===== src/hdl/sli_pkg.sv =====
// Shared types and constants for the ordered list block.
// No dependencies; every other source file takes names from here by scope or by import.
package sli_pkg;

  localparam int DEPTH_DEF = 32;
  localparam int POS_W     = 6;
  localparam int CNT_W     = 6;
  localparam int VAL_W     = 32;

  typedef enum logic [1:0] {
    OP_APPEND = 2'd0,
    OP_INSERT = 2'd1,
    OP_REMOVE = 2'd2,
    OP_READ   = 2'd3
  } op_t;

  typedef enum logic [1:0] {
    ST_DONE  = 2'd0,
    ST_RANGE = 2'd1,
    ST_FULL  = 2'd2
  } status_t;

  // controller to datapath
  typedef struct packed {
    logic load;   // capture the accepted item
    logic exec;   // carry out the held item and load the result register
  } ctrl_cmd_t;

endpackage


===== src/hdl/sli_if.sv =====
// Valid/ready channel interfaces for operation items and result items.
// Depends on sli_pkg for field widths.
interface sli_in_if;
  logic                                valid;
  logic                                ready;
  logic [1:0]                          func;
  logic [sli_pkg::POS_W-1:0]           position;
  logic signed [sli_pkg::VAL_W-1:0]    value;

  modport source (output valid, output func, output position, output value, input ready);
  modport sink   (input valid, input func, input position, input value, output ready);
endinterface

interface sli_out_if;
  logic                                valid;
  logic                                ready;
  logic [1:0]                          status;
  logic [sli_pkg::CNT_W-1:0]           count;
  logic signed [sli_pkg::VAL_W-1:0]    read_value;

  modport source (output valid, output status, output count, output read_value, input ready);
  modport sink   (input valid, input status, input count, input read_value, output ready);
endinterface


===== src/hdl/sli_ctrl.sv =====
// Sequencer for the ordered list: accepts one item, runs it, hands the result on.
// Depends on sli_pkg for the command struct.
module sli_ctrl (
  input  logic               clk,
  input  logic               rst_n,
  input  logic               in_valid,
  output logic               in_ready,
  output logic               out_valid,
  input  logic               out_ready,
  output sli_pkg::ctrl_cmd_t cmd
);

  typedef enum logic {
    S_IDLE,
    S_EXEC
  } state_t;

  state_t state_r;
  logic   out_valid_r;
  logic   exec_ok;

  assign in_ready  = (state_r == S_IDLE);
  assign out_valid = out_valid_r;
  // result register is free when empty or being drained this cycle
  assign exec_ok   = (state_r == S_EXEC) && (!out_valid_r || out_ready);

  assign cmd.load = in_valid && in_ready;
  assign cmd.exec = exec_ok;

  always_ff @(posedge clk) begin
    if (!rst_n) begin
      state_r     <= S_IDLE;
      out_valid_r <= 1'b0;
    end else begin
      case (state_r)
        S_IDLE: begin
          if (in_valid) state_r <= S_EXEC;
        end
        S_EXEC: begin
          if (exec_ok) state_r <= S_IDLE;
        end
        default: state_r <= S_IDLE;
      endcase
      if (exec_ok) begin
        out_valid_r <= 1'b1;
      end else if (out_ready) begin
        out_valid_r <= 1'b0;
      end
    end
  end

endmodule


===== src/hdl/sli_dpath.sv =====
// Datapath for the ordered list: held item, row of shifting cells, count
// and result register. Depends on sli_pkg for types and widths.
module sli_dpath #(
  parameter int DEPTH = sli_pkg::DEPTH_DEF
) (
  input  logic                              clk,
  input  logic                              rst_n,
  input  sli_pkg::ctrl_cmd_t                cmd,
  input  logic [1:0]                        in_func,
  input  logic [sli_pkg::POS_W-1:0]         in_position,
  input  logic signed [sli_pkg::VAL_W-1:0]  in_value,
  output logic [1:0]                        out_status,
  output logic [sli_pkg::CNT_W-1:0]         out_count,
  output logic signed [sli_pkg::VAL_W-1:0]  out_read_value
);

  localparam int CW = sli_pkg::CNT_W;
  localparam int PW = sli_pkg::POS_W;
  localparam int VW = sli_pkg::VAL_W;
  localparam int IW = $clog2(DEPTH);
  localparam logic [CW-1:0] FULL_CNT = CW'(DEPTH);

  // held item
  sli_pkg::op_t          op_r;
  logic [PW-1:0]         pos_r;
  logic signed [VW-1:0]  val_r;

  logic signed [VW-1:0]  cell_r   [DEPTH];
  logic signed [VW-1:0]  cell_nxt [DEPTH];
  logic signed [VW-1:0]  up_nb    [DEPTH];
  logic signed [VW-1:0]  dn_nb    [DEPTH];
  logic [CW-1:0]         cnt_r;
  logic [CW-1:0]         cnt_nxt;

  logic [1:0]            status_r;
  logic [CW-1:0]         count_r;
  logic signed [VW-1:0]  read_r;

  logic [1:0]            status_c;
  logic signed [VW-1:0]  read_c;
  logic [PW-1:0]         pidx;
  logic                  full;
  logic                  pos_ok_ins;
  logic                  pos_ok_rm;
  logic                  do_app;
  logic                  do_ins;
  logic                  do_rm;

  // neighbours for the shift in either direction
  for (genvar i = 0; i < DEPTH; i++) begin : g_nb
    if (i == 0) begin : g_first
      assign up_nb[i] = val_r;
    end else begin : g_up
      assign up_nb[i] = cell_r[i-1];
    end
    if (i == DEPTH - 1) begin : g_last
      assign dn_nb[i] = cell_r[i];
    end else begin : g_dn
      assign dn_nb[i] = cell_r[i+1];
    end
  end

  assign pidx       = pos_r - PW'(1);
  assign full       = (cnt_r == FULL_CNT);
  assign pos_ok_ins = (pos_r != '0) && ({1'b0, pos_r} <= ({1'b0, cnt_r} + (CW+1)'(1)));
  assign pos_ok_rm  = (pos_r != '0) && (pos_r <= cnt_r);

  always_comb begin
    status_c = sli_pkg::ST_DONE;
    read_c   = '0;
    do_app   = 1'b0;
    do_ins   = 1'b0;
    do_rm    = 1'b0;
    case (op_r)
      sli_pkg::OP_APPEND: begin
        if (full) status_c = sli_pkg::ST_FULL;
        else      do_app   = 1'b1;
      end
      sli_pkg::OP_INSERT: begin
        if (!pos_ok_ins) status_c = sli_pkg::ST_RANGE;
        else if (full)   status_c = sli_pkg::ST_FULL;
        else             do_ins   = 1'b1;
      end
      sli_pkg::OP_REMOVE: begin
        if (!pos_ok_rm) status_c = sli_pkg::ST_RANGE;
        else            do_rm    = 1'b1;
      end
      sli_pkg::OP_READ: begin
        if (!pos_ok_rm) status_c = sli_pkg::ST_RANGE;
        else            read_c   = cell_r[pidx[IW-1:0]];
      end
      default: status_c = sli_pkg::ST_DONE;
    endcase
  end

  always_comb begin
    for (int i = 0; i < DEPTH; i++) begin
      cell_nxt[i] = cell_r[i];
      if (do_app && (CW'(i) == cnt_r)) begin
        cell_nxt[i] = val_r;
      end else if (do_ins && (PW'(i) == pidx)) begin
        cell_nxt[i] = val_r;
      end else if (do_ins && (PW'(i) > pidx)) begin
        cell_nxt[i] = up_nb[i];
      end else if (do_rm && (PW'(i) >= pidx)) begin
        cell_nxt[i] = dn_nb[i];
      end
    end
    cnt_nxt = cnt_r;
    if (do_app || do_ins) cnt_nxt = cnt_r + CW'(1);
    else if (do_rm)       cnt_nxt = cnt_r - CW'(1);
  end

  always_ff @(posedge clk) begin
    if (!rst_n) begin
      cnt_r <= '0;
    end else if (cmd.exec) begin
      cnt_r <= cnt_nxt;
    end
  end

  always_ff @(posedge clk) begin
    if (cmd.load) begin
      op_r  <= sli_pkg::op_t'(in_func);
      pos_r <= in_position;
      val_r <= in_value;
    end
    if (cmd.exec) begin
      for (int i = 0; i < DEPTH; i++) cell_r[i] <= cell_nxt[i];
      status_r <= status_c;
      count_r  <= cnt_nxt;
      read_r   <= read_c;
    end
  end

  assign out_status     = status_r;
  assign out_count      = count_r;
  assign out_read_value = read_r;

endmodule


===== src/hdl/sequential_list_insert_remove.sv =====
// Ordered list of up to DEPTH signed values: append, insert, remove, read.
// An accepted item is captured into the held-item registers, then executed into the
// result register once that is free. The controller holds one item at a time, and the
// result register lets the next item in while a result waits.
// Reset: synchronous active-low rst_n clears the count and the handshake state;
// the list cells are not cleared, since only entries below the count are read.
module sequential_list_insert_remove #(
  parameter int DEPTH = sli_pkg::DEPTH_DEF
) (
  input  logic       clk,
  input  logic       rst_n,
  sli_in_if.sink     in_ch,
  sli_out_if.source  out_ch
);

  sli_pkg::ctrl_cmd_t cmd;

  // Controller: owns the input ready, the result valid and the sequencing.
  sli_ctrl u_ctrl (
    .clk       (clk),
    .rst_n     (rst_n),
    .in_valid  (in_ch.valid),
    .in_ready  (in_ch.ready),
    .out_valid (out_ch.valid),
    .out_ready (out_ch.ready),
    .cmd       (cmd)
  );

  // Datapath: held item, shifting cells, element count and result register.
  sli_dpath #(
    .DEPTH (DEPTH)
  ) u_dpath (
    .clk            (clk),
    .rst_n          (rst_n),
    .cmd            (cmd),
    .in_func        (in_ch.func),
    .in_position    (in_ch.position),
    .in_value       (in_ch.value),
    .out_status     (out_ch.status),
    .out_count      (out_ch.count),
    .out_read_value (out_ch.read_value)
  );

  // Only one item is in work: after an accept, hold off the next one.
  a_one_in_work: assert property (@(posedge clk) disable iff (!rst_n)
    (in_ch.valid && in_ch.ready) |=> !in_ch.ready)
    else $error("second item accepted while one is in work");

  // With the result register empty, an accepted item's result follows with no stall.
  a_result_follows: assert property (@(posedge clk) disable iff (!rst_n)
    (in_ch.valid && in_ch.ready && !out_ch.valid) |=> ##1 out_ch.valid)
    else $error("result did not follow accepted item");

  // A full status only ever comes with a full list.
  a_full_count: assert property (@(posedge clk) disable iff (!rst_n)
    (out_ch.valid && (out_ch.status == sli_pkg::ST_FULL)) |-> (out_ch.count == DEPTH))
    else $error("full status with list not full");

  // The count never exceeds the list depth.
  a_count_bound: assert property (@(posedge clk) disable iff (!rst_n)
    out_ch.valid |-> (out_ch.count <= DEPTH))
    else $error("count above depth");

endmodule


===== src/flat_wrapper.sv =====
// flat-port wrapper written by rule: the top's interface ports become plain ports
module sequential_list_insert_remove_flat 
#(
  parameter int DEPTH = sli_pkg::DEPTH_DEF
)
  (clk, rst_n, in_ch_valid, in_ch_func, in_ch_position, in_ch_value, in_ch_ready, out_ch_valid, out_ch_status, out_ch_count, out_ch_read_value, out_ch_ready);
  sli_in_if in_ch_i ();
  sli_out_if out_ch_i ();
  input  logic clk;
  input  logic rst_n;
  input wire logic [$bits(in_ch_i.valid)-1:0] in_ch_valid;
  input wire logic [$bits(in_ch_i.func)-1:0] in_ch_func;
  input wire logic [$bits(in_ch_i.position)-1:0] in_ch_position;
  input wire logic [$bits(in_ch_i.value)-1:0] in_ch_value;
  output wire logic [$bits(in_ch_i.ready)-1:0] in_ch_ready;
  output wire logic [$bits(out_ch_i.valid)-1:0] out_ch_valid;
  output wire logic [$bits(out_ch_i.status)-1:0] out_ch_status;
  output wire logic [$bits(out_ch_i.count)-1:0] out_ch_count;
  output wire logic [$bits(out_ch_i.read_value)-1:0] out_ch_read_value;
  input wire logic [$bits(out_ch_i.ready)-1:0] out_ch_ready;
  assign in_ch_i.valid = in_ch_valid;
  assign in_ch_i.func = in_ch_func;
  assign in_ch_i.position = in_ch_position;
  assign in_ch_i.value = in_ch_value;
  assign in_ch_ready = in_ch_i.ready;
  assign out_ch_valid = out_ch_i.valid;
  assign out_ch_status = out_ch_i.status;
  assign out_ch_count = out_ch_i.count;
  assign out_ch_read_value = out_ch_i.read_value;
  assign out_ch_i.ready = out_ch_ready;
  sequential_list_insert_remove #(.DEPTH(DEPTH)) u_core (.clk(clk), .rst_n(rst_n), .in_ch(in_ch_i), .out_ch(out_ch_i));
endmodule

===== config.mk =====
export PLATFORM = sky130hd
export DESIGN_NAME = sequential_list_insert_remove_flat
export DESIGN_NICKNAME = d
export VERILOG_FILES = /design/src/hdl/sli_pkg.sv /design/src/hdl/sli_if.sv /design/src/hdl/sli_ctrl.sv /design/src/hdl/sli_dpath.sv /design/src/hdl/sequential_list_insert_remove.sv /design/src/flat_wrapper.sv
export SDC_FILE = /design/constraint.sdc
export NUM_CORES = 2
export LEC_CHECK = 0
export ABC_CLOCK_PERIOD_IN_PS = 12300
export BUFFER_PORTS_ARGS = -buffer_cell sky130_fd_sc_hd__buf_2
export CAP_MARGIN = 30
export CORE_MARGIN = 8
export CORE_UTILIZATION = 60
export CTS_CLUSTER_SIZE = 25
export DETAILED_ROUTE_END_ITERATION = 16
export PLACE_DENSITY = 0.85
export SLEW_MARGIN = 20
export SYNTH_ARGS = -nofsm -noshare
export SYNTH_HDL_FRONTEND = slang
export SYNTH_SLANG_ARGS = --single-unit

===== constraint.sdc =====
create_clock -name clk -period 12.3 [get_ports clk]
set_input_delay 1.23 -clock clk [delete_from_list [all_inputs] [get_ports clk]]
set_output_delay 1.23 -clock clk [all_outputs]
set_load 0.02 [all_outputs]

# Word-level counts from Yosys, hierarchy flattened
# Memories as Yosys holds them, arrays and structs flattened. A register that Yosys moved wholly into a read port is not among the register bits.
# Index checks and enable logic that the tools add are counted.
[op_classes]
addsub = 4
magnitude_cmp = 65
eq_ne = 66
n_mux = 146
bitwise = 1
reduce_logical = 142
[op_table]
columns = ["op", "n"]
rows = [
  ["32-bit 2-to-1 mux", 127],
  ["5-bit by 6-bit equality test with 1-bit output, first input constant", 32],
  ["1-bit logical AND", 131],
  ["4-bit by 6-bit equality test with 1-bit output, first input constant", 16],
  ["5-bit by 6-bit > comparator with 1-bit output, first input constant", 16],
  ["5-bit by 6-bit greater-or-equal comparator with 1-bit output, first input constant", 15],
  ["3-bit by 6-bit equality test with 1-bit output, first input constant", 8],
  ["4-bit by 6-bit greater-or-equal comparator with 1-bit output, first input constant", 8],
  ["4-bit by 6-bit > comparator with 1-bit output, first input constant", 8],
  ["2-bit by 6-bit equality test with 1-bit output, first input constant", 4],
  ["3-bit by 6-bit greater-or-equal comparator with 1-bit output, first input constant", 4],
  ["3-bit by 6-bit > comparator with 1-bit output, first input constant", 4],
  ["1-bit 2-to-1 mux", 13],
  ["1-bit by 6-bit equality test with 1-bit output, first input constant", 2],
  ["1-bit by 6-bit greater-or-equal comparator with 1-bit output, first input constant", 2],
  ["2-bit by 6-bit greater-or-equal comparator with 1-bit output, first input constant", 2],
  ["1-bit by 6-bit > comparator with 1-bit output, first input constant", 2],
  ["2-bit by 6-bit > comparator with 1-bit output, first input constant", 2],
  ["6-bit logical NOT", 2],
  ["6-bit 2-to-1 mux", 2],
  ["6-bit by 1-bit subtractor with 6-bit output, second input constant", 2],
  ["6-bit by 1-bit adder with 7-bit output, second input constant", 1],
  ["6-bit by 7-bit <= comparator with 1-bit output", 1],
  ["6-bit by 1-bit adder with 6-bit output, second input constant", 1],
  ["other kinds (15)", 19],
]
[word_totals]
ff_bits = 56
mem_bits_rw = 1024
output_inout_bits = 42
memories = 1
[memory_table]
columns = ["name", "words", "width", "rd", "rd_clocked_by_memory_dff", "write_ports", "line", "source"]
rows = [
  ["u_core.u_dpath.cell_r", 32, 32, 33, 1, 32, "sli_dpath.sv:28", "logic signed [VW-1:0] cell_r [DEPTH];"],
]

# Logic depth before layout (Yosys ltp)
[depth]
word_depth = 9
depth_mapped = 17

# Hierarchy
# From an unflattened synthesis, not the netlist that was laid out.
[unflattened]
hier_cells = 5192
hier_area_um2 = 67479.7
[by_module_without_submodules]
columns = ["mod", "n_inst", "cells_per_inst", "area_each_um2", "seq_area_each_um2"]
rows = [
  ["sli_dpath", 1, 5182, 67369.6, 33271.9],
  ["sli_ctrl", 1, 10, 110.1, 40.0],
]

# Worst setup path after synthesis
# Ideal clock, no wire load.
[synth_path]
kind = "register to register"
startpoint = "register, netlist name u_core.u_dpath.pos_r[0]"
endpoint = "memory u_core.u_dpath.cell_r[2][0] (netlist name), enable pin"
arrival_time_ns = 5.235
t_required_ns = 11.859
path_slack_ns = 6.625
stages_incl_launch_ff = 17
path_buffers = 7
synth_period_minus_slack_ns = 5.675
cell_sequence = "edfxtp_1 > buf_2 > buf_2 > clkbuf_1 > buf_2 > inv_1 > ha_1 > o21bai_1 > a211oi_1 > nor2_2 > a2111oi_4 > buf_6 > and3_1 > buf_6 > buf_12 > inv_1 > a31oi_1"
[synth_lines]
columns = ["item", "line"]
rows = [
  ["end: declaration", "sli_dpath.sv:28"],
]

==> flow_metrics.tcl <==
set metrics [dict create \
    status "finished, final reports clean" \
    finalHoldViolations 0 \
    dieArea_um2 119000 \
    period_needed_ns 5.67 \
    rows 121 \
    worstSkewPairLatency_ns 0.75 \
    htree_levels 3 \
    ys_types 91 \
    start_kind "register" \
    core_area_um2 108000 \
    finalSetupTns_ns 0 \
    drive_gt1_share_pct 15.4 \
    vdd_ir_drop_max_v 0.000137 \
    cpMostUsedCell "buf_4" \
    die_w_um 346 \
    clock-sinks 1112 \
    crit_arrival_ns 6.10 \
    async_flop_share_pct 0 \
    grt_pass1_wl_um 291000 \
    hpwl_um 125000 \
    leakage_nw 23.4 \
    synth_flop_cell "edfxtp_1" \
    fillers 7599 \
    drcViolationCount 0 \
    holdBufCountCts 0 \
    fin_skew_ns 0.0496 \
    place_inst 6898 \
    grt_pass1_vias 48400 \
    critPathSlowestCell "buf_4" \
    post_cts_resized 0 \
    layout_commonest_cell "nand2_1" \
    syn-instance-count 5805 \
    endpoint_kind "register" \
    finalCritPeriodShare_pct 46.1 \
    final_cell_mix "nand2_1 (1,226), edfxtp_1 (1,104), mux2i_1 (805)" \
    hp-class "register to register" \
    drtIter0Drc 8305 \
    vias 49700 \
    fin_nets 5672 \
    maxCapViolCount 0 \
    r2r_cells 13 \
    yosys_warnings 0 \
    syn_area_um2 65200 \
    cp_cell_sequence "inv_1, ha_1, buf_4, nor2b_1, nand2b_4, buf_4, nand2_1, nor3_1, a22o_2, buf_4, inv_1, a21oi_4, buf_16" \
    cpPeakStageDelay_ns 0.67 \
    track_usage_pct 30.6 \
    io_pins 86 \
    seq_area_frac_synth_pct 51.1 \
    holdWs_ns 0.572 \
    tightest_slew_ns 1.11 \
    synth-edff-count 1104 \
    drt_first_pass_iters 8 \
    syn_avg_cell_area_um2 11.2 \
    rsz0062_at_grt "no" \
    p_per_area_nw_per_um2 122 \
    viasPerCell 6.98 \
    critPathKind "register to register" \
    setup_viol 0 \
    cts_tree "yes" \
    cts_buffer_depth 3 \
    maxSlewViolCount 0 \
    root_buffer "clkbuf_16" \
    fmax_mhz 176 \
    ant_nets 0 \
    worstPathRequired_ns 12.73 \
    gr-total-overflow 0 \
    gp_congestion 0.968 \
    initial_utilization_pct 60.2 \
    cp_max_fo 65 \
    grt_max_degree 139 \
    numPortBuffers 85 \
    path_clk_slew_ns 0.06 \
    wl_per_cell_um 26.8 \
    ys_ff_latch 1112 \
    drt_wl_total_um 191000 \
    max_slew_margin_pct 25.6 \
    dieHeight_um 346 \
    layout-area-overhead-vs-synth_pct 8.60 \
    synth_fp_nets 5870 \
    post_cts_buffers 0 \
    cts_inserted_buffers 116 \
    antenna_found_initial 3 \
    holdPathStages 2 \
    final_cell_count_no_fill 7120 \
]
state kept, by name, summed over array words and instances, names as in the netlist:
register                       cells
u_core.u_dpath.cell_r           1024
u_core.u_dpath.out_read_value     32
u_core.u_dpath.val_r              32
u_core.u_dpath.cnt_r               6
u_core.u_dpath.out_count           6
u_core.u_dpath.pos_r               6
u_core.u_dpath.op_r                2
u_core.u_dpath.out_status          2
u_core.u_ctrl.out_valid            1
u_core.u_ctrl.state_r              1
synthesized netlist by cell type, types with 24 or more instances:
cell type  instances  area (um2)
a21oi_1          261        1310
a22oi_1           40         300
a31oi_1           76         475
buf_1             43         161
buf_2            147         736
buf_4             37         278
clkbuf_1         310        1160
edfxtp_1        1104       33200
inv_1             24        90.1
mux2_1            29         327
mux2_2            99        1110
mux2i_1          805        8060
mux4_2           256        5770
nand2_1         1230        4620
nor2_1           231         867
nor4_1            32         200
o21ai_0          655        3280
o21ai_1          119         596
o22ai_1           35         219
cells by family after synthesis:
| kind of cell | synth area share (%) |
|---|---|
| AND/OR/NAND/NOR | 9.80 |
| AO/OA/AOI/OAI | 11.0 |
| multiplexers | 23.4 |
| XOR/XNOR | 0.121 |
| adder cells (fa/ha/maj) | 0.403 |
| flip-flops | 51.1 |
| buffers and inverters | 4.18 |
metal layers:
metal,wire length (um),share of wire (%),track usage (%)
met1,72100,38,42.2
met5,27,0.014,0
met4,5660,3.0,10.2
met3,27500,14,8.36
met2,85500,45,47.0
per-stage QoR:
stage	power, mW	area, um2	setup slack (ns)	utilization [%]
2_1_floorplan	4.85	65200	6.62	-
3_3_place_gp	5.09	66300	6.64	61.2
3_5_place_dp	5.12	66900	6.48	61.7
4_1_cts	8.63	70700	6.47	65.2
5_1_grt	8.83	70800	6.38	65.3
6_report	8.64	70800	6.63	65.3
critical path, delay by kind of cell, from the launching register on:
family	cells	cell delay [ns]
AOI/OAI and AO/OA	2	0.63
adders and majority gates	1	0.18
DFF	1	0.66
buffers and inverters	6	2.04
and+or+nand+nor	4	1.80
report_power, final:
part           switching [mW]  internal [mW]
clock network            1.56           2.01
logic                   0.551          0.296
registers              0.0392           4.19
final cells by class:
| type | count | area (um2) | share of cell area [%] |
|---|---|---|---|
| multi-input cells | 4105 | 29800 | 42.0 |
| well taps | 1414 | 1770 | 2.50 |
| flip-flops and latches | 1112 | 33300 | 47.0 |
| repair buffers | 245 | 2070 | 2.93 |
| inverters | 27 | 101 | 0.143 |
| clock buffers | 136 | 3010 | 4.25 |
| clock inverters | 79 | 793 | 1.12 |
| diodes | 2 | 5.00 | 0.00707 |
final timing paths:
check	to	startpoint	slack [ns]
max	u_core.u_dpath.cell_r[13][13]	u_core.u_dpath.pos_r[1]	6.63
min	u_core.u_dpath.cell_r[1][15]	u_core.u_dpath.cell_r[0][15]	0.57
max reg2reg	u_core.u_dpath.cell_r[13][13]	u_core.u_dpath.pos_r[1]	6.63
min reg2reg	u_core.u_dpath.cell_r[1][15]	u_core.u_dpath.cell_r[0][15]	0.57
(Power assumes the default switching activity.)
